### src/hw/rtl/antl_pkg.sv
// Shared types, constants and table functions of the NTC linearizer.
package antl_pkg;

  localparam int LutPoints = 10;
  localparam int CntBits   = 12;
  localparam int TempBits  = 15;
  localparam int WinBits   = 5;
  localparam int ChanBits  = 3;
  localparam int SumBits   = 16;
  localparam int LutIdxBits = 4;

  typedef enum logic [3:0] {
    ST_IDLE,
    ST_READ,
    ST_UPDATE,
    ST_DIV,
    ST_SEARCH,
    ST_MUL,
    ST_DIV2,
    ST_DONE
  } state_t;

  typedef logic [LutIdxBits-1:0] lut_idx_t;

  function automatic logic [CntBits-1:0] lut_count(input lut_idx_t i);
    logic [CntBits-1:0] v;
    case (i)
      4'd0: v = 12'd735;
      4'd1: v = 12'd1515;
      4'd2: v = 12'd1980;
      4'd3: v = 12'd2510;
      4'd4: v = 12'd2960;
      4'd5: v = 12'd3200;
      4'd6: v = 12'd3400;
      4'd7: v = 12'd3540;
      4'd8: v = 12'd3620;
      default: v = 12'd3650;
    endcase
    return v;
  endfunction

  function automatic logic [TempBits-1:0] lut_temp(input lut_idx_t i);
    logic [TempBits-1:0] v;
    case (i)
      4'd0: v = 15'd5248;
      4'd1: v = 15'd7168;
      4'd2: v = 15'd8448;
      4'd3: v = 15'd10752;
      4'd4: v = 15'd13312;
      4'd5: v = 15'd15616;
      4'd6: v = 15'd17920;
      4'd7: v = 15'd20480;
      4'd8: v = 15'd22016;
      default: v = 15'd23040;
    endcase
    return v;
  endfunction

endpackage

### src/hw/rtl/antl_ram.sv
// Generic single-port-write RAM with registered read.
module antl_ram #(
  parameter int WIDTH = 12,
  parameter int DEPTH = 96
) (
  input  logic                     clk,
  input  logic                     we,
  input  logic [$clog2(DEPTH)-1:0] waddr,
  input  logic [WIDTH-1:0]         wdata,
  input  logic [$clog2(DEPTH)-1:0] raddr,
  output logic [WIDTH-1:0]         rdata
);

  logic [WIDTH-1:0] mem [DEPTH];
  logic [WIDTH-1:0] rdata_r;

  always_ff @(posedge clk) begin
    if (we) begin
      mem[waddr] <= wdata;
    end
    rdata_r <= mem[raddr];
  end

  assign rdata = rdata_r;

endmodule

### src/hw/rtl/antl_divider.sv
// Restoring divider, one quotient bit per cycle, shared by average and interpolation.
module antl_divider (
  input  logic        clk,
  input  logic        rst_n,
  input  logic        start,
  input  logic [20:0] dividend,
  input  logic [11:0] divisor,
  output logic        busy,
  output logic [20:0] quotient
);

  logic [20:0] quo_r, quo_nxt;
  logic [12:0] rem_r, rem_nxt;
  logic [11:0] dvs_r, dvs_nxt;
  logic [4:0]  cnt_r, cnt_nxt;
  logic [12:0] trial;
  logic [13:0] diff;

  always_comb begin
    quo_nxt = quo_r;
    rem_nxt = rem_r;
    dvs_nxt = dvs_r;
    cnt_nxt = cnt_r;
    trial   = {rem_r[11:0], quo_r[20]};
    diff    = {1'b0, trial} - {2'b00, dvs_r};
    if (start) begin
      quo_nxt = dividend;
      rem_nxt = '0;
      dvs_nxt = divisor;
      cnt_nxt = 5'd21;
    end else if (cnt_r != '0) begin
      cnt_nxt = cnt_r - 5'd1;
      if (!diff[13]) begin
        rem_nxt = diff[12:0];
        quo_nxt = {quo_r[19:0], 1'b1};
      end else begin
        rem_nxt = trial;
        quo_nxt = {quo_r[19:0], 1'b0};
      end
    end
  end

  always_ff @(posedge clk) begin
    if (!rst_n) begin
      cnt_r <= '0;
    end else begin
      cnt_r <= cnt_nxt;
    end
    quo_r <= quo_nxt;
    rem_r <= rem_nxt;
    dvs_r <= dvs_nxt;
  end

  assign busy     = (cnt_r != '0);
  assign quotient = quo_r;

endmodule

### src/hw/rtl/averaged_ntc_temperature_linearizer.sv
// Top level of the averaged NTC temperature linearizer.
// One sample beat in, one result beat out. Each item runs a per-channel moving
// average over a history RAM, a 21-step divide for the mean, a three- or four-step
// bisection of the 10-point table, one multiply and a second 21-step divide on the
// same bit-serial divider, which sets the pace; a new item is taken only once the
// last one has moved its result into the output register. in_stall is high from
// the input beat until that move; a result beat that waits there holds the next
// item at its last step. Pass-through items skip the mean divide, and counts that
// clamp at either end of the table skip the bisection and the second divide.
// The history RAM needs no clearing after reset.
module averaged_ntc_temperature_linearizer #(
  parameter int NUM_CHANNELS = 6,
  parameter int MAX_WINDOW   = 16
) (
  input  logic        clk,
  input  logic        rst_n,
  input  logic        cfg_we,
  input  logic [4:0]  cfg_avg_window,
  input  logic        in_valid,
  output logic        in_stall,
  input  logic [2:0]  in_channel,
  input  logic [11:0] in_raw_sample,
  output logic        out_valid,
  input  logic        out_stall,
  output logic [2:0]  out_channel,
  output logic [11:0] out_averaged_count,
  output logic [14:0] out_temperature_q8
);

  localparam int IdxBits  = (MAX_WINDOW > 1) ? $clog2(MAX_WINDOW) : 1;
  localparam int ChBits   = (NUM_CHANNELS > 1) ? $clog2(NUM_CHANNELS) : 1;
  localparam int Depth    = NUM_CHANNELS * MAX_WINDOW;
  localparam int AddrBits = $clog2(Depth);

  antl_pkg::state_t state_r, state_nxt;

  logic [4:0]  window_r;
  logic [15:0] sum_r  [NUM_CHANNELS];
  logic [4:0]  fill_r [NUM_CHANNELS];
  logic [IdxBits-1:0] widx_r [NUM_CHANNELS];

  logic [2:0]  ch_r;
  logic [11:0] smp_r;
  logic [11:0] avg_r, avg_nxt;
  logic [14:0] temp_r, temp_nxt;
  logic [15:0] csum_r, csum_nxt;
  logic [4:0]  cfill_r, cfill_nxt;
  logic        bypass_r;
  antl_pkg::lut_idx_t lo_r, lo_nxt, hi_r, hi_nxt;
  logic [20:0] prod_r, prod_nxt;
  logic        ov_r, ov_nxt;
  logic        interp_r, interp_nxt;
  logic [2:0]  och_r, och_nxt;
  logic [11:0] oavg_r, oavg_nxt;
  logic [14:0] otemp_r, otemp_nxt;

  logic [ChBits-1:0] chi;
  logic [AddrBits-1:0] ram_addr;
  logic [11:0] ram_rdata;
  logic        ram_we;

  logic        div_start, div_busy;
  logic [20:0] div_dividend, div_quot;
  logic [11:0] div_divisor;

  logic        accept, upd;
  logic [4:0]  fill_new;
  logic [15:0] sum_new;
  logic [IdxBits:0] idx_inc;
  logic [IdxBits-1:0] idx_new;
  antl_pkg::lut_idx_t mid;
  logic [11:0] dcount;
  logic [14:0] dtemp;

  assign accept = in_valid && !in_stall;
  assign in_stall = (state_r != antl_pkg::ST_IDLE);
  assign chi = ch_r[ChBits-1:0];
  assign ram_addr = AddrBits'(chi * MAX_WINDOW + widx_r[chi]);

  antl_ram #(.WIDTH(12), .DEPTH(Depth)) u_hist (
    .clk   (clk),
    .we    (ram_we),
    .waddr (ram_addr),
    .wdata (smp_r),
    .raddr (ram_addr),
    .rdata (ram_rdata)
  );

  // The interpolation divide reuses ST_DIV; its operands come from the bracket.
  assign div_dividend = interp_r ? prod_r : {5'd0, csum_r};
  assign div_divisor  = interp_r ? dcount : {7'd0, cfill_r};

  antl_divider u_div (
    .clk      (clk),
    .rst_n    (rst_n),
    .start    (div_start),
    .dividend (div_dividend),
    .divisor  (div_divisor),
    .busy     (div_busy),
    .quotient (div_quot)
  );

  assign mid    = antl_pkg::lut_idx_t'((5'(lo_r) + 5'(hi_r)) >> 1);
  assign dcount = antl_pkg::lut_count(hi_r) - antl_pkg::lut_count(lo_r);
  assign dtemp  = antl_pkg::lut_temp(hi_r) - antl_pkg::lut_temp(lo_r);

  always_comb begin
    state_nxt    = state_r;
    avg_nxt      = avg_r;
    temp_nxt     = temp_r;
    csum_nxt     = csum_r;
    cfill_nxt    = cfill_r;
    lo_nxt       = lo_r;
    hi_nxt       = hi_r;
    prod_nxt     = prod_r;
    ov_nxt       = ov_r;
    interp_nxt   = interp_r;
    och_nxt      = och_r;
    oavg_nxt     = oavg_r;
    otemp_nxt    = otemp_r;
    ram_we       = 1'b0;
    upd          = 1'b0;
    div_start    = 1'b0;
    fill_new     = fill_r[chi];
    sum_new      = sum_r[chi];
    idx_inc      = {1'b0, widx_r[chi]} + 1'b1;
    idx_new      = (6'(idx_inc) >= 6'(window_r)) ? '0 : idx_inc[IdxBits-1:0];
    if (ov_r && !out_stall) begin
      ov_nxt = 1'b0;
    end
    case (state_r)
      antl_pkg::ST_IDLE: begin
        interp_nxt = 1'b0;
        if (accept) begin
          state_nxt = antl_pkg::ST_READ;
        end
      end
      antl_pkg::ST_READ: begin
        // RAM read of the slot being replaced lands next cycle.
        if (bypass_r) begin
          avg_nxt   = smp_r;
          state_nxt = antl_pkg::ST_SEARCH;
        end else begin
          state_nxt = antl_pkg::ST_UPDATE;
        end
      end
      antl_pkg::ST_UPDATE: begin
        ram_we = 1'b1;
        upd    = 1'b1;
        if (fill_r[chi] < window_r) begin
          fill_new = fill_r[chi] + 5'd1;
          sum_new  = sum_r[chi] + 16'(smp_r);
        end else begin
          sum_new  = sum_r[chi] - 16'(ram_rdata) + 16'(smp_r);
        end
        csum_nxt  = sum_new;
        cfill_nxt = fill_new;
        state_nxt = antl_pkg::ST_DIV;
      end
      antl_pkg::ST_DIV: begin
        div_start = 1'b1;
        state_nxt = antl_pkg::ST_DIV2;
      end
      antl_pkg::ST_DIV2: begin
        // Shared divider: first for the mean, then for interpolation.
        if (!div_busy) begin
          if (interp_r) begin
            temp_nxt  = antl_pkg::lut_temp(lo_r) + 15'(div_quot);
            state_nxt = antl_pkg::ST_DONE;
          end else begin
            avg_nxt   = (div_quot > 21'd4095) ? 12'hFFF : div_quot[11:0];
            state_nxt = antl_pkg::ST_SEARCH;
          end
        end
      end
      antl_pkg::ST_SEARCH: begin
        lo_nxt = '0;
        hi_nxt = antl_pkg::lut_idx_t'(antl_pkg::LutPoints - 1);
        if (avg_r <= antl_pkg::lut_count('0)) begin
          temp_nxt  = antl_pkg::lut_temp('0);
          state_nxt = antl_pkg::ST_DONE;
        end else if (avg_r >= antl_pkg::lut_count(hi_nxt)) begin
          temp_nxt  = antl_pkg::lut_temp(hi_nxt);
          state_nxt = antl_pkg::ST_DONE;
        end else begin
          state_nxt = antl_pkg::ST_MUL;
        end
      end
      antl_pkg::ST_MUL: begin
        // Bisect one step per cycle; multiply once the bracket is adjacent.
        if (4'(hi_r - lo_r) > 4'd1) begin
          if (avg_r >= antl_pkg::lut_count(mid)) begin
            lo_nxt = mid;
          end else begin
            hi_nxt = mid;
          end
        end else begin
          prod_nxt   = 21'((avg_r - antl_pkg::lut_count(lo_r)) * 12'(dtemp));
          interp_nxt = 1'b1;
          state_nxt  = antl_pkg::ST_DIV;
        end
      end
      antl_pkg::ST_DONE: begin
        // The output register frees up in the cycle its beat is taken.
        if (!ov_r || !out_stall) begin
          ov_nxt    = 1'b1;
          och_nxt   = ch_r;
          oavg_nxt  = avg_r;
          otemp_nxt = temp_r;
          state_nxt = antl_pkg::ST_IDLE;
        end
      end
      default: state_nxt = antl_pkg::ST_IDLE;
    endcase
  end

  always_ff @(posedge clk) begin
    if (!rst_n) begin
      state_r  <= antl_pkg::ST_IDLE;
      window_r <= 5'd8;
      ov_r     <= 1'b0;
      interp_r <= 1'b0;
      for (int c = 0; c < NUM_CHANNELS; c++) begin
        sum_r[c]  <= '0;
        fill_r[c] <= '0;
        widx_r[c] <= '0;
      end
    end else begin
      state_r  <= state_nxt;
      interp_r <= interp_nxt;
      ov_r     <= ov_nxt;
      if (cfg_we) begin
        window_r <= cfg_avg_window;
      end
      if (upd) begin
        sum_r[chi]  <= sum_new;
        fill_r[chi] <= fill_new;
        widx_r[chi] <= idx_new;
      end
    end
    if (accept) begin
      ch_r     <= in_channel;
      smp_r    <= in_raw_sample;
      bypass_r <= (window_r == '0) || (6'(window_r) > 6'(MAX_WINDOW))
                  || (5'(in_channel) >= 5'(NUM_CHANNELS));
    end
    avg_r   <= avg_nxt;
    temp_r  <= temp_nxt;
    csum_r  <= csum_nxt;
    cfill_r <= cfill_nxt;
    lo_r    <= lo_nxt;
    hi_r    <= hi_nxt;
    prod_r  <= prod_nxt;
    och_r   <= och_nxt;
    oavg_r  <= oavg_nxt;
    otemp_r <= otemp_nxt;
  end

  assign out_valid          = ov_r;
  assign out_channel        = och_r;
  assign out_averaged_count = oavg_r;
  assign out_temperature_q8 = otemp_r;

endmodule

### config.mk
export PLATFORM = sky130hd
export DESIGN_NAME = averaged_ntc_temperature_linearizer
export DESIGN_NICKNAME = d
export VERILOG_FILES = /design/src/hw/rtl/antl_pkg.sv /design/src/hw/rtl/antl_ram.sv /design/src/hw/rtl/antl_divider.sv /design/src/hw/rtl/averaged_ntc_temperature_linearizer.sv
export SDC_FILE = /design/constraint.sdc
export NUM_CORES = 2
export LEC_CHECK = 0
export BUFFER_PORTS_ARGS = -buffer_cell sky130_fd_sc_hd__buf_2
export CAP_MARGIN = 40
export CORE_MARGIN = 2
export CORE_UTILIZATION = 50
export CTS_BUF_LIST = sky130_fd_sc_hd__clkbuf_8
export DETAILED_ROUTE_END_ITERATION = 8
export PLACE_DENSITY = 0.73
export SYNTH_ARGS = -nofsm -noshare
export SYNTH_HDL_FRONTEND = slang
export SYNTH_SLANG_ARGS = --single-unit
### constraint.sdc
create_clock -name clk -period 9.8 [get_ports clk]
set_input_delay 0.49 -clock clk [delete_from_list [all_inputs] [get_ports clk]]
set_output_delay 0.49 -clock clk [all_outputs]
set_load 0.005 [all_outputs]
==> run summary <==
top-area cell type share of the netlist area -> 0.693
Multi-input gate area -> 16800 um2
CP Buf/Inv Count -> 2
EDFF count, synth -> 1501
Routed met3 length -> 17900 um
Reg2Reg Depth -> 22
library cells used by synthesis -> 76
Post-CTS Setup Bufs -> 0
IO buf count -> 56
part of the Yosys area used for sequential elements -> 0.717
Synth area leader -> edfxtp_1
Worst path max stage delay -> 0.54 ns
Synth area leaders -> edfxtp_1 69%, a22oi_1 6.5%, ha_1 3.3%, dfxtp_1 2.4%, nor2_1 2.2%
DP HPWL -> 102000 um
WL met2 -> 80800 um
final worst-path cycle share -> 0.671
r2r startpoint -> avg_r[1]$_DFFE_PP_
most frequent cells in the layout -> 1501 x edfxtp_1, 564 x a22oi_1, 375 x nor2_1
Period minus WS final -> 6.58 ns
ys flop type -> edfxtp_1
CP startpoint kind -> register
Relative slew margins -> 0.318
Syn Std Cell Area -> 65100 um2
die area -> 133000 um2
P&R area growth vs syn -> 12.3%
Global Route Usage Sum -> 0.256
fin cells -> 6449
Critical Path, Cell by Cell -> ha_1 -> nor2b_1 -> o31a_1 -> o31ai_1 -> a21oi_1 -> a21oi_1 -> xor2_1 -> nor2_1 -> fa_1 -> inv_1 -> fa_1 -> fa_1 -> inv_1 -> ha_1 -> ha_1 -> ha_1 -> and4_1 -> o31ai_1 -> xnor2_1 -> o32a_1 -> xnor3_1 -> xor2_1
worst skew pair latency -> 0.96 ns
Clock power frac -> 0.248
WL/cell -> 26.5 um
vias per inst -> 6.16
hold_sp -> rst_n
Crit Path Max Fanout -> 5
# IOs -> 57
placed cells -> 5986
hold endpoint -> state_r[1]$_SDFFE_PN0P_
r2r endpoint -> prod_r[20]$_DFFE_PP_
commonest non-fill, non-tap cell in the layout -> edfxtp_1
WL final -> 171000 um
Syn Nets -> 4456
Psw -> 6.99 mW
WHS Path Cells -> 3
CTS tree -> built
Setup WS pre-CTS -> 3.26 ns
Total Nets Final -> 4750
die extent in y -> 365 um
pin count of the biggest net entering global routing -> 133
Power Internal -> 12.8 mW
sequential share of power -> 0.413
ys async rst share -> 0
clk root buf -> clkbuf_8
Max VDD drop -> 0.327 mV
GRT overflow -> 0
initial core utilization -> 0.503
CTS HTree Levels -> 4
Row Count -> 132
layout cells sized above 1 -> 0.142
Setup Total Neg Slack -> 0 ns
Syn Inst Count -> 4211
FF-to-FF setup slack -> 3.22 ns
Switching Share -> 0.354
RSZ-0062 raised after global routing -> false
Tightest Pin Transition -> 1.01 ns
final core occ -> 0.565
CTS sink cnt -> 1580
Seq. cell area -> 46700 um2
Fillers -> 9870
Die X -> 365 um
first-pass GRT wire length -> 251000 um
total of max-cap violations -> 0
antenna-violating nets left -> 0
CTS Buf Count -> 230
CP required -> 10.45 ns
Initial DRC Count -> 5326
# DRC -> 0
core area -> 129000 um2
Worst Clk Skew -> 0.0603 ns
hold crit path type -> in -> reg
Power Dens Cells -> 270 nW/um2
Worst setup EP type -> register
vias post-DR -> 39700
Max clock buf depth -> 3
Leakage -> 24.9 nW
Comb power frac -> 0.339
delay-heaviest family, CP -> adder cells
initial antenna violation count -> 6
max layer used -> met5
yosys warns -> 0
Data arrival, critical path -> 7.23 ns
DRT Pass-1 Iters -> 6
Avg Inst Size Synth -> 15.5 um2
final hold vios -> 0
Max Clock Freq -> 0.152 GHz
most used cell, CP -> ha_1
WL met1 -> 66200 um
Final Max Tran Viols -> 0
GPL Wtd Cong -> 0.883
CP max-delay cell -> fa_1
final setup vio count -> 0
outcome -> finished, final reports clean
final worst slack -> 3.22 ns
number of global-route vias before repair -> 38900
clock transition at the registers of the reported paths -> 0.06 ns
Yosys reg bits -> 1580
critical path class -> reg -> reg
==> final cells by class <==
class                           instances  share of cell area
Sequential cell                      1580               0.638
Timing Repair Buffer                  281              0.0329
Inverter                              205              0.0106
Clock buffer                          239              0.0450
Multi-Input combinational cell       2207               0.230
Antenna cell                            2           0.0000685
Tap cell                             1742              0.0298
Clock inverter                        193              0.0132
==> per-layer routing <==
metal / track usage / vias to the layer above
met1: 0.350 / 19800
met5: 0 / -
met4: 0.100 / 8
met3: 0.0502 / 366
li1: - / 17200
met2: 0.405 / 2391
==> power by group through the flow <==
stage	sequential (mW)	clock, mW	combinational, mW
after floorplan	8.31	0	4.52
final	8.16	4.90	6.71
after detailed placement	8.30	0	6.60
after global routing	8.18	5.21	7.42
after global placement	8.30	0	6.40
after CTS	8.16	4.94	6.65
==> through the flow <==
stage	power, mW	area (um2)	hold WS [ns]
global route	20.8	73100	0.0847
global placement	14.7	68100	0.404
finish	19.8	73100	0.110
floorplan	12.8	65100	0.400
CTS	19.7	73100	0.0333
detailed placement	14.9	68600	0.405
==> synth_stat cells (29+ instances only) <==
library cell  instances
edfxtp_1           1501
a22oi_1             564
nor2_1              377
inv_1               201
ha_1                171
a41oi_1             138
nand2_1             128
clkbuf_1            121
buf_2                88
a21oi_1              81
dfxtp_1              79
o21ai_0              79
xnor2_1              55
mux4_2               50
fa_1                 49
mux2i_1              49
nor3_1               49
nor2b_1              43
nand3_1              36
xor2_1               29
==> state kept, by name, summed over array words and instances, names as in the netlist, 3 cells and up, named ones only <==
signal,cells
temp_r,15
fill_r,40
window_r,5
out_temperature_q8,15
state_r,3
prod_r,14
out_channel,3
ch_r,3
csum_r,16
u_div.quotient,21
hi_r,4
u_div.dvs_r,12
u_div.cnt_r,5
u_hist.mem,1152
u_div.rem_r,12
avg_r,12
out_averaged_count,12
sum_r,128
lo_r,4
u_hist.rdata,12
widx_r,32
cfill_r,5
smp_r,12
==> worst max-delay path by stage <==
stage,cells past startpoint,slack (ns),startpoint,endpoint
final,22,3.22,avg_r[1]$_DFFE_PP_,prod_r[20]$_DFFE_PP_
after global routing,23,2.87,register,prod_r[20]$_DFFE_PP_
after CTS,22,3.24,avg_r[1]$_DFFE_PP_,prod_r[20]$_DFFE_PP_
after detailed placement,22,3.26,avg_r[1]$_DFFE_PP_,prod_r[20]$_DFFE_PP_
after global placement,22,3.37,avg_r[1]$_DFFE_PP_,prod_r[20]$_DFFE_PP_
after floorplan,22,3.75,avg_r[1]$_DFFE_PP_,prod_r[20]$_DFFE_PP_
==> tightest hold or removal path: stages <==
cell	delay, ns
buf_2	0.10
buf_4	0.25
o21a_1	0.16
==> timing repair <==
action / CTS / global route
hold buffers: 28 / 0
gates resized for setup: 0 / 0
endpoints found under the setup margin: 0 / 0
endpoints found under the hold margin: 29 / 0
==> kinds of logic after synthesis <==
logic type	share of synthesized area
AO/OA/AOI/OAI	0.117
XOR/XNOR	0.0117
adder cells (fa/ha/maj)	0.0480
buffers and inverters	0.0264
flip-flops	0.717
multiplexers	0.0290
AND/OR/NAND/NOR	0.0509
(Power assumes the default switching activity.)
